[src/hdl/pprc_pkg.sv]
// Shared widths, item types and operation codes of the path partition run counter.
package pprc_pkg;

  localparam int PATH_W  = 3;
  localparam int RANK_W  = 24;
  localparam int SIDX_W  = 24;
  localparam int PAY_W   = 32;
  localparam int OFS_W   = 24;
  localparam int CNT_W   = 24;

  localparam int PATH_SPAN     = 2 ** PATH_W;
  localparam int NUM_PATHS_DEF = 8;
  localparam int ADDR_BITS_DEF = 24;
  localparam int QUEUE_DEPTH   = 2;

  localparam logic CMD_INIT = 1'b0;
  localparam logic CMD_ELEM = 1'b1;

  typedef enum logic [1:0] {
    OP_NULL,
    OP_INIT,
    OP_HOLD,
    OP_WRITE
  } op_kind_e;

  typedef struct packed {
    logic              cmd;
    logic [PATH_W-1:0] path;
    logic              path_active;
    logic [RANK_W-1:0] rank;
    logic [SIDX_W-1:0] sample_index;
    logic [PAY_W-1:0]  payload;
    logic [OFS_W-1:0]  base_offset;
    logic              last;
  } in_item_t;

  typedef struct packed {
    logic              write_valid;
    logic [OFS_W-1:0]  dest_index;
    logic [RANK_W-1:0] out_rank;
    logic [SIDX_W-1:0] out_sample_index;
    logic [PAY_W-1:0]  out_payload;
    logic [CNT_W-1:0]  run_count;
    logic              done_res;
  } out_item_t;

  typedef struct packed {
    op_kind_e          kind;
    logic [PATH_W-1:0] path;
    logic [RANK_W-1:0] rank;
    logic [SIDX_W-1:0] sample_index;
    logic [PAY_W-1:0]  payload;
    logic [OFS_W-1:0]  base_offset;
    logic              last;
  } op_t;

endpackage

[src/hdl/pprc_stream_if.sv]
// Valid/ready stream interface that carries one item per transfer.
interface pprc_stream_if #(
  parameter type T = logic
);
  logic valid;
  logic ready;
  T     data;

  modport source (output valid, output data, input ready);
  modport sink   (input valid, input data, output ready);
endinterface

[src/hdl/pprc_front.sv]
// Front end: accepts input items and classifies them into queue operations.
module pprc_front import pprc_pkg::*; #(
  parameter int NumPaths = NUM_PATHS_DEF
) (
  input  logic     valid_i,
  output logic     ready_o,
  input  in_item_t item_i,
  input  logic     q_ready_i,
  output logic     push_o,
  output op_t      op_o
);

  logic in_range;

  assign ready_o  = q_ready_i;
  assign push_o   = valid_i && q_ready_i;
  assign in_range = 32'(item_i.path) < 32'(NumPaths);

  always_comb begin
    op_o.path         = item_i.path;
    op_o.rank         = item_i.rank;
    op_o.sample_index = item_i.sample_index;
    op_o.payload      = item_i.payload;
    op_o.base_offset  = item_i.base_offset;
    op_o.last         = item_i.last;
    if (!in_range) begin
      op_o.kind = OP_NULL;
    end else if (item_i.cmd == CMD_INIT) begin
      op_o.kind = OP_INIT;
    end else if (!item_i.path_active) begin
      op_o.kind = OP_HOLD;
    end else begin
      op_o.kind = OP_WRITE;
    end
  end

endmodule

[src/hdl/pprc_fifo.sv]
// Small synchronous queue of operations between the front and back ends.
module pprc_fifo import pprc_pkg::*; #(
  parameter int Depth = QUEUE_DEPTH
) (
  input  logic clk_i,
  input  logic rst_ni,
  input  logic push_i,
  input  op_t  data_i,
  output logic ready_o,
  input  logic pop_i,
  output logic valid_o,
  output op_t  data_o
);

  localparam int PtrW = (Depth > 1) ? $clog2(Depth) : 1;
  localparam int CntW = $clog2(Depth + 1);

  op_t             mem_q [Depth];
  logic [PtrW-1:0] wr_ptr_q, wr_ptr_d;
  logic [PtrW-1:0] rd_ptr_q, rd_ptr_d;
  logic [CntW-1:0] count_q, count_d;

  assign ready_o = count_q != CntW'(Depth);
  assign valid_o = count_q != '0;
  assign data_o  = mem_q[rd_ptr_q];

  always_comb begin
    wr_ptr_d = wr_ptr_q;
    rd_ptr_d = rd_ptr_q;
    count_d  = count_q;
    if (push_i) begin
      wr_ptr_d = (wr_ptr_q == PtrW'(Depth - 1)) ? '0 : wr_ptr_q + PtrW'(1);
    end
    if (pop_i) begin
      rd_ptr_d = (rd_ptr_q == PtrW'(Depth - 1)) ? '0 : rd_ptr_q + PtrW'(1);
    end
    if (push_i && !pop_i) begin
      count_d = count_q + CntW'(1);
    end else if (pop_i && !push_i) begin
      count_d = count_q - CntW'(1);
    end
  end

  always_ff @(posedge clk_i or negedge rst_ni) begin
    if (!rst_ni) begin
      wr_ptr_q <= '0;
      rd_ptr_q <= '0;
      count_q  <= '0;
    end else begin
      wr_ptr_q <= wr_ptr_d;
      rd_ptr_q <= rd_ptr_d;
      count_q  <= count_d;
    end
  end

  always_ff @(posedge clk_i) begin
    if (push_i) begin
      mem_q[wr_ptr_q] <= data_i;
    end
  end

endmodule

[src/hdl/pprc_back.sv]
// Back end: per-path tables, run counting and the registered result stage.
module pprc_back import pprc_pkg::*; #(
  parameter int NumPaths = NUM_PATHS_DEF,
  parameter int AddrBits = ADDR_BITS_DEF
) (
  input  logic      clk_i,
  input  logic      rst_ni,
  input  logic      op_valid_i,
  input  op_t       op_i,
  output logic      pop_o,
  output logic      out_valid_o,
  input  logic      out_ready_i,
  output out_item_t out_item_o
);

  // Only paths reachable through the path field need an entry.
  localparam int TableDepth = (NumPaths < PATH_SPAN) ? NumPaths : PATH_SPAN;
  localparam int IdxW       = $clog2(TableDepth);

  logic [AddrBits-1:0] offset_q [TableDepth];
  logic [RANK_W-1:0]   prev_q   [TableDepth];
  logic [CNT_W-1:0]    cnt_q    [TableDepth];

  logic                out_valid_q;
  out_item_t           out_item_q;

  logic [IdxW-1:0]     idx;
  logic [AddrBits-1:0] cur_offset;
  logic [RANK_W-1:0]   cur_prev;
  logic [CNT_W-1:0]    cur_cnt;
  logic [CNT_W-1:0]    new_cnt;
  logic                do_init;
  logic                do_write;
  out_item_t           res;

  assign pop_o       = op_valid_i && (!out_valid_q || out_ready_i);
  assign out_valid_o = out_valid_q;
  assign out_item_o  = out_item_q;

  assign idx        = IdxW'(op_i.path);
  assign cur_offset = offset_q[idx];
  assign cur_prev   = prev_q[idx];
  assign cur_cnt    = cnt_q[idx];
  assign new_cnt    = (op_i.rank != cur_prev) ? cur_cnt + CNT_W'(1) : cur_cnt;

  always_comb begin
    res          = '0;
    res.done_res = op_i.last;
    do_init      = 1'b0;
    do_write     = 1'b0;
    unique case (op_i.kind)
      OP_INIT: begin
        do_init = pop_o;
      end
      OP_HOLD: begin
        res.run_count = cur_cnt;
      end
      OP_WRITE: begin
        do_write             = pop_o;
        res.write_valid      = 1'b1;
        res.dest_index       = OFS_W'(cur_offset);
        res.out_rank         = op_i.rank;
        res.out_sample_index = op_i.sample_index;
        res.out_payload      = op_i.payload;
        res.run_count        = new_cnt;
      end
      OP_NULL: begin
        res.run_count = '0;
      end
      default: begin
        res.run_count = '0;
      end
    endcase
  end

  always_ff @(posedge clk_i or negedge rst_ni) begin
    if (!rst_ni) begin
      for (int i = 0; i < TableDepth; i++) begin
        cnt_q[i] <= '0;
      end
      out_valid_q <= 1'b0;
    end else begin
      if (do_init) begin
        cnt_q[idx] <= '0;
      end else if (do_write) begin
        cnt_q[idx] <= new_cnt;
      end
      if (pop_o) begin
        out_valid_q <= 1'b1;
      end else if (out_ready_i) begin
        out_valid_q <= 1'b0;
      end
    end
  end

  always_ff @(posedge clk_i) begin
    if (do_init) begin
      offset_q[idx] <= AddrBits'(op_i.base_offset);
      prev_q[idx]   <= op_i.rank;
    end else if (do_write) begin
      offset_q[idx] <= cur_offset + AddrBits'(1);
      prev_q[idx]   <= op_i.rank;
    end
    if (pop_o) begin
      out_item_q <= res;
    end
  end

endmodule

[src/hdl/path_partition_rank_run_counter_core.sv]
// A result is held in the queue and then in the result register before it is offered.
// Throughput: one item per cycle unless the output stalls; the per-path tables
// are flip-flops read and updated in the same cycle, so consecutive items on
// one path need no stall. Reset: queue, result stage and run counts clear at once;
// offsets and previous ranks hold no value until an init command writes them.
module path_partition_rank_run_counter_core import pprc_pkg::*; #(
  parameter int NumPaths = NUM_PATHS_DEF,
  parameter int AddrBits = ADDR_BITS_DEF
) (
  input  logic                 clk_i,
  input  logic                 rst_ni,
  pprc_stream_if.sink          in_i,
  pprc_stream_if.source        out_o
);

  // The front end decodes each incoming transfer into an init, a write, a
  // count report or an empty result, and pushes that operation into a short
  // queue. The back end drains the queue at one operation per cycle while its
  // result register is free or being emptied, so a stalled output backs up
  // into the queue before the input sees ready drop.

  logic q_ready;
  logic q_push;
  op_t  q_wdata;
  logic q_valid;
  logic q_pop;
  op_t  q_rdata;

  pprc_front #(
    .NumPaths (NumPaths)
  ) u_front (
    .valid_i   (in_i.valid),
    .ready_o   (in_i.ready),
    .item_i    (in_i.data),
    .q_ready_i (q_ready),
    .push_o    (q_push),
    .op_o      (q_wdata)
  );

  // Two entries are enough to keep full rate: the back end pops in the same
  // cycle as a push whenever the output moves.
  pprc_fifo #(
    .Depth (QUEUE_DEPTH)
  ) u_fifo (
    .clk_i   (clk_i),
    .rst_ni  (rst_ni),
    .push_i  (q_push),
    .data_i  (q_wdata),
    .ready_o (q_ready),
    .pop_i   (q_pop),
    .valid_o (q_valid),
    .data_o  (q_rdata)
  );

  // The back end owns the per-path offset, previous-rank and count tables and
  // registers every result before it is offered downstream.
  pprc_back #(
    .NumPaths (NumPaths),
    .AddrBits (AddrBits)
  ) u_back (
    .clk_i       (clk_i),
    .rst_ni      (rst_ni),
    .op_valid_i  (q_valid),
    .op_i        (q_rdata),
    .pop_o       (q_pop),
    .out_valid_o (out_o.valid),
    .out_ready_i (out_o.ready),
    .out_item_o  (out_o.data)
  );

endmodule
[src/flat_wrapper.sv]
// flat-port wrapper written by rule: the top's interface ports become plain ports
module path_partition_rank_run_counter_core_flat import pprc_pkg::*;
#(
  parameter int NumPaths = NUM_PATHS_DEF,
  parameter int AddrBits = ADDR_BITS_DEF
)
  (clk_i, rst_ni, in_i_valid, in_i_data, in_i_ready, out_o_valid, out_o_data, out_o_ready);
  pprc_stream_if in_i_i ();
  pprc_stream_if out_o_i ();
  input  logic clk_i;
  input  logic rst_ni;
  input wire logic [$bits(in_i_i.valid)-1:0] in_i_valid;
  input wire logic [$bits(in_i_i.data)-1:0] in_i_data;
  output wire logic [$bits(in_i_i.ready)-1:0] in_i_ready;
  output wire logic [$bits(out_o_i.valid)-1:0] out_o_valid;
  output wire logic [$bits(out_o_i.data)-1:0] out_o_data;
  input wire logic [$bits(out_o_i.ready)-1:0] out_o_ready;
  assign in_i_i.valid = in_i_valid;
  assign in_i_i.data = in_i_data;
  assign in_i_ready = in_i_i.ready;
  assign out_o_valid = out_o_i.valid;
  assign out_o_data = out_o_i.data;
  assign out_o_i.ready = out_o_ready;
  path_partition_rank_run_counter_core #(.NumPaths(NumPaths), .AddrBits(AddrBits)) u_core (.clk_i(clk_i), .rst_ni(rst_ni), .in_i(in_i_i), .out_o(out_o_i));
endmodule
[config.mk]
export PLATFORM = sky130hd
export DESIGN_NAME = path_partition_rank_run_counter_core_flat
export DESIGN_NICKNAME = d
export VERILOG_FILES = /design/src/hdl/pprc_pkg.sv /design/src/hdl/pprc_stream_if.sv /design/src/hdl/pprc_front.sv /design/src/hdl/pprc_fifo.sv /design/src/hdl/pprc_back.sv /design/src/hdl/path_partition_rank_run_counter_core.sv /design/src/flat_wrapper.sv
export SDC_FILE = /design/constraint.sdc
export NUM_CORES = 1
export LEC_CHECK = 0
export ABC_AREA = 1
export BUFFER_PORTS_ARGS = -buffer_cell sky130_fd_sc_hd__buf_2
export CAP_MARGIN = 20
export CORE_UTILIZATION = 60
export CTS_CLUSTER_DIAMETER = 200
export DETAILED_ROUTE_END_ITERATION = 7
export GPL_ROUTABILITY_DRIVEN = 1
export HOLD_SLACK_MARGIN = 0.02
export PLACE_DENSITY_LB_ADDON = 0.05
export SYNTH_ARGS = -nofsm -noshare
export SYNTH_HDL_FRONTEND = slang
export SYNTH_HIERARCHICAL = 1
export SYNTH_SLANG_ARGS = --single-unit
[constraint.sdc]
create_clock -name clk_i -period 15.25 [get_ports clk_i]
set_clock_uncertainty 0.15 [all_clocks]
set_input_delay 1.525 -clock clk_i [delete_from_list [all_inputs] [get_ports clk_i]]
set_output_delay 1.525 -clock clk_i [all_outputs]
set_load 0.02 [all_outputs]
==> results.cfg, run 1 <==
[floorplanning]
start_util_pct = 73.0
core.rowCount = 8
die_w_um = 27.9
die_h_um = 27.9

[synth]
synth_cells = 42
synth_nets = 48
synth.avg_cell_area_um2 = 9.56
synth_warnings = 6
synth_area_um2 = 402

[status]
haltStage = power grid generation
error = [ERROR PDN-0185] Insufficient width (25.30 um) to add straps on layer met4 in grid "grid" with total strap width 15.2 um and offset 13.6 um.
outcome = did not finish
==> run 2: changes to the inputs <==
CORE_UTILIZATION = 40   (was 60)
CTS_CLUSTER_DIAMETER = unset   (was 200)
HOLD_SLACK_MARGIN = unset   (was 0.02)
PLACE_DENSITY_LB_ADDON = 0.15   (was 0.05)
==> run 2 against run 1 <==
The run now ends clean. Synthesized cell count stayed put. Synthesized area stayed put.
==> results.cfg, run 2 <==
[detailed_routing]
wl_per_cell_um = 9.39
vias = 243
ant_nets = 0
wl_um = 573
first_pass_iters = 2
drcViolationCount = 0
drt_iter0_drc = 4
avgViaCountPerCell = 3.98

[layout]
fin_cells = 61
nNetsFinal = 55
n_antenna_cell = 0
reg_top3 = u_core/u_fifo/count_q x2, u_core/u_fifo/mem_q x2
syn2layout_area_growth_pct = 6.85
fin_util_pct = 45.9
multiInputGateArea_um2 = 106
n_fill_cell = 111
mostFrequentLayoutCells = 11 x nand2_1, 10 x inv_1, 7 x buf_2
final_common_cell = nand2_1
drive_gt1_share_pct = 22.9
seq_area_um2 = 215

[global_route]
met1_usage_pct = 15.6
antenna_found_initial = 0
first_global_vias = 215
grt_util_all_layers_pct = 12.3
grt_pass1_wl_um = 779
grt_max_degree = 6
gr-total-overflow = 0
use_met3_pct = 5.31
grt_busiest_layer = met2
grt_util_met2_pct = 17.3

[pwr]
ir_worst_vdd_v = 0.0000800
intPower_uw = 55.1
seqPwrFrac_pct = 42.1
switching_share_pct = 40.3
p_leak_nw = 0.237
power_switching_uw = 37.2
power_frac_clock_pct = 14.6
pwr-share-comb_pct = 43.3
power.density_nw_per_um2 = 215

[clock_network]
clock_latency_ps = 230
cts_resized = 0
clk_pin_slew_ps = 90
cts_buffer_depth = 2
cts_tree = yes
post_cts_buffers = 0
htreeDepth = 1
clkSinkCount = 8
cts_inserted_buffers = 3
cts_root_buffer = clkbuf_2
cts_hold_buffers = 0

[critical_path]
r2r_start = u_core/u_fifo/count_q[0]$_DFFE_PN0P_
setup.worst_path.end_class = primary output
crit_type = flip-flop to primary output
crit_arrival_ps = 970
crit_path_start_kind = flip-flop
required_ps = 13580
r2r_cells = 10
path_max_fanout = 3
r2r_slack_ps = 13630
r2r_end = u_core/u_fifo/count_q[1]$_DFFE_PN0P_

[worst_hold_path]
hold_start = u_core/u_fifo/rd_ptr_q$_DFFE_PN0P_
worstHoldPathCells = 1
hold_class = flip-flop to flip-flop
holdPathEnd = u_core/u_fifo/rd_ptr_q$_DFFE_PN0P_

[placed_design]
place_hpwl_um = 469
gp_congestion = 0.623
port_buffers = 7
dp.cells = 57

[timing]
fin_hold_ws_ps = 326
period_share_pct = 17.3
tightest_slew_ps = 134
finalSetupTns_ps = 0
fmax_ghz = 0.378
fin_crit_ps = 2640
slew_violations = 0
setup_viol = 0
hold_viol_final = 0
slew_headroom_pct = 91.0
rsz0062_at_grt = no

[synth]
synth_cells = 42
synth_nets = 48
synth_area_um2 = 402
synth_warnings = 6
synth.avg_cell_area_um2 = 9.56

[floorplanning]
ioPinCount = 8
die_w_um = 33.7
dieArea_um2 = 1130
start_util_pct = 42.9
core_area_um2 = 936
core.rowCount = 11
die_h_um = 33.7

[flow_run]
drv_cap = 0

[status]
outcome = completed
## run 2: area by class of cell
cell class                      count  share of cell area [%]
Clock buffer                        4                    4.37
Inverter                           10                    8.75
Multi-Input combinational cell     19                    24.8
Sequential cell                     8                    50.1
Tap cell                           13                    3.79
Timing Repair Buffer                7                    8.16
## run 2: metrics by stage
| step | setup slack [ps] | power, mW | area, um^2 |
|---|---|---|---|
| 2_1_floorplan | 12670 | 0.0771 | 402 |
| 3_3_place_gp | 12540 | 0.0752 | 410 |
| 3_5_place_dp | 12440 | 0.0791 | 410 |
| 4_1_cts | 12610 | 0.0931 | 429 |
| 5_1_grt | 12540 | 0.101 | 429 |
| 6_report | 12610 | 0.0922 | 429 |
## run 2: power by group through the flow
stage | combinational [mW] | clock, mW | sequential [mW]
2_1_floorplan | 0.0355 | 0 | 0.0416
3_3_place_gp | 0.0365 | 0 | 0.0387
3_5_place_dp | 0.0398 | 0 | 0.0393
4_1_cts | 0.0404 | 0.0138 | 0.0388
5_1_grt | 0.0454 | 0.0153 | 0.0400
6_report | 0.0399 | 0.0135 | 0.0388
## run 2: worst max-delay path, stage by stage (launching register included)
cell and delay, ps:
dfrtp_1 410, inv_1 100, nand2_1 70, buf_2 160
## run 2: layer usage
metal	routed length [um]	vias up
li1	-	133
met1	253	104
met2	288	6
met3	31	0
met4	0	0
met5	0	-
## run 2: how the worst max path moves through the flow
| stage | startpoint | cells past startpoint | endpoint |
|---|---|---|---|
| floorplan | out_o_ready | 10 | u_core/u_fifo/count_q[1]$_DFFE_PN0P_ |
| global placement | out_o_ready | 11 | u_core/u_fifo/count_q[1]$_DFFE_PN0P_ |
| detailed placement | out_o_ready | 11 | u_core/u_fifo/count_q[1]$_DFFE_PN0P_ |
| CTS | u_core/u_fifo/count_q[0]$_DFFE_PN0P_ | 3 | in_i_ready |
| global route | u_core/u_fifo/count_q[0]$_DFFE_PN0P_ | 3 | in_i_ready |
| finish | u_core/u_fifo/count_q[0]$_DFFE_PN0P_ | 3 | in_i_ready |
No activity file was read; power rests on OpenSTA's default activity.
==> run 3: changes to the inputs <==
clock period = 2.15 ns   (was 15.25 ns; I/O delays follow)
==> run 3 against run 2 <==
Cell count increased by 3.3%. Power increased to 7.1 times the previous value. Clock power increased to 7.4 times the previous value. Global-route usage increased by 1.8 points. Clock-buffer cell count unchanged. First-iteration DRC count increased by 50%. Routed wire length increased by 3.8%. Critical path type is now flip-flop to flip-flop.
==> results.cfg, run 3 (synthesis results as in run 2) <==
[detailed_routing]
ant_nets = 0
wl_met3_um = 18
wl_per_cell_um = 9.44
avgViaCountPerCell = 4.10
drcViolationCount = 0
highest_layer = met3
vias = 258
first_pass_iters = 4
drt_iter0_drc = 6
wl_met2_um = 310
wl_um = 595
wl_met1_um = 266

[timing]
setup_viol = 0
fmax_ghz = 0.629
rsz0062_at_grt = no
fin_hold_ws_ps = 80.9
fin_crit_ps = 1590
period_share_pct = 73.9
finalSetupTns_ps = 0
slew_headroom_pct = 91.2
slew_violations = 0
tightest_slew_ps = 131
hold_viol_final = 0

[flow_run]
drv_cap = 0

[clock_network]
clk_pin_slew_ps = 90
htreeDepth = 1
cts_tree = yes
post_cts_buffers = 0
clock_latency_ps = 230
cts_root_buffer = clkbuf_2
clkSinkCount = 8
cts_buffer_depth = 2
cts_inserted_buffers = 3

[global_route]
antenna_found_initial = 0
grt_pass1_wl_um = 890
gr-total-overflow = 0
first_global_vias = 243
grt_util_all_layers_pct = 14.1
grt_max_degree = 6

[pwr]
pwr-share-comb_pct = 42.8
power.density_nw_per_um2 = 1460
ir_worst_vdd_v = 0.000572
power_uw = 656
p_leak_nw = 0.245
intPower_uw = 391
seqPwrFrac_pct = 42.1
power_switching_uw = 264
switching_share_pct = 40.3
power_frac_clock_pct = 15.1

[placed_design]
port_buffers = 7
gp_congestion = 0.620
place_hpwl_um = 469

[floorplanning]
die_w_um = 33.7
dieArea_um2 = 1130
die_h_um = 33.7
core.rowCount = 11
ioPinCount = 8
core_area_um2 = 936
start_util_pct = 42.9

[layout]
syn2layout_area_growth_pct = 11.8
n_fill_cell = 97
final_common_cell = nand2_1
multiInputGateArea_um2 = 106
mostFrequentLayoutCells = 11 x nand2_1, 10 x inv_1, 7 x buf_2
reg_top3 = u_core/u_fifo/count_q x2, u_core/u_fifo/mem_q x2
seq_area_um2 = 215
nNetsFinal = 57
drive_gt1_share_pct = 22.0
n_antenna_cell = 0

[critical_path]
required_ps = 2130
crit_type = flip-flop to flip-flop
crit_arrival_ps = 1570
path_max_fanout = 3
setup.worst_path.end_class = flip-flop
crit_path_start_kind = flip-flop

[status]
outcome = completed

[worst_hold_path]
hold_class = input pin to flip-flop
## run 3: critical path, cell delays in order (launching register included)
cell	delay (ps)
dfrtp_1	390
inv_1	80
nand2_1	60
nand2_1	60
inv_1	100
inv_1	60
ha_1	300
inv_1	80
nand3_1	90
nand2_1	70
nand2_1	50
## run 3: area by class of cell
class | count | area share [%]
multi-input combinational | 19 | 23.7
sequential | 8 | 47.9
inverter | 10 | 8.36
clock buffer | 4 | 4.18
tap | 13 | 3.62
timing repair buffer | 9 | 12.3
## run 3: through the flow
stage | area, um^2 | worst slack (ps) | std cells | util, %
final | 449 | 561 | 63 | 48.0
after CTS | 439 | 550 | 62 | 46.9
after global routing | 449 | 443 | 63 | 48.0
after global placement | 410 | 636 | 57 | 43.9
after floorplan | 402 | 632 | 42 | -
after detailed placement | 410 | 542 | 57 | 43.9
## run 3: power groups by stage
stage | Combinational, mW | Clock (mW) | Sequential, mW
final | 0.280 | 0.0993 | 0.276
after global routing | 0.324 | 0.113 | 0.283
after CTS | 0.286 | 0.102 | 0.277
after detailed placement | 0.283 | 0 | 0.280
after global placement | 0.261 | 0 | 0.274
after floorplan | 0.252 | 0 | 0.295
## run 3: repair_timing
item | CTS | global route
endpoints found under the hold margin | 5 | 1
hold buffers | 1 | 1
resized for setup | 0 | 0
## run 3: routing by layer
layer / vias up / GRT usage, %
li1: 137 / -
met1: 115 / 15.4
met2: 6 / 20.4
met3: 0 / 5.31
met4: 0 / 14.1
met5: - / 0
## run 3: worst paths after layout
| path | slack, ps | to | cells after the start | startpoint |
|---|---|---|---|---|
| max in group asynchronous | 1540 | u_core/u_fifo/wr_ptr_q$_DFFE_PN0P_ | 2 | rst_ni |
| max | 560 | u_core/u_fifo/count_q[1]$_DFFE_PN0P_ | 10 | u_core/u_fifo/count_q[0]$_DFFE_PN0P_ |
| min reg2reg | 350 | u_core/u_fifo/wr_ptr_q$_DFFE_PN0P_ | 1 | u_core/u_fifo/wr_ptr_q$_DFFE_PN0P_ |
| min | 80 | u_core/u_back/out_valid_o$_DFFE_PN0P_ | 4 | out_o_ready |
| max reg2reg | 560 | u_core/u_fifo/count_q[1]$_DFFE_PN0P_ | 10 | u_core/u_fifo/count_q[0]$_DFFE_PN0P_ |
| min in group asynchronous | 160 | u_core/u_back/out_valid_o$_DFFE_PN0P_ | 2 | rst_ni |
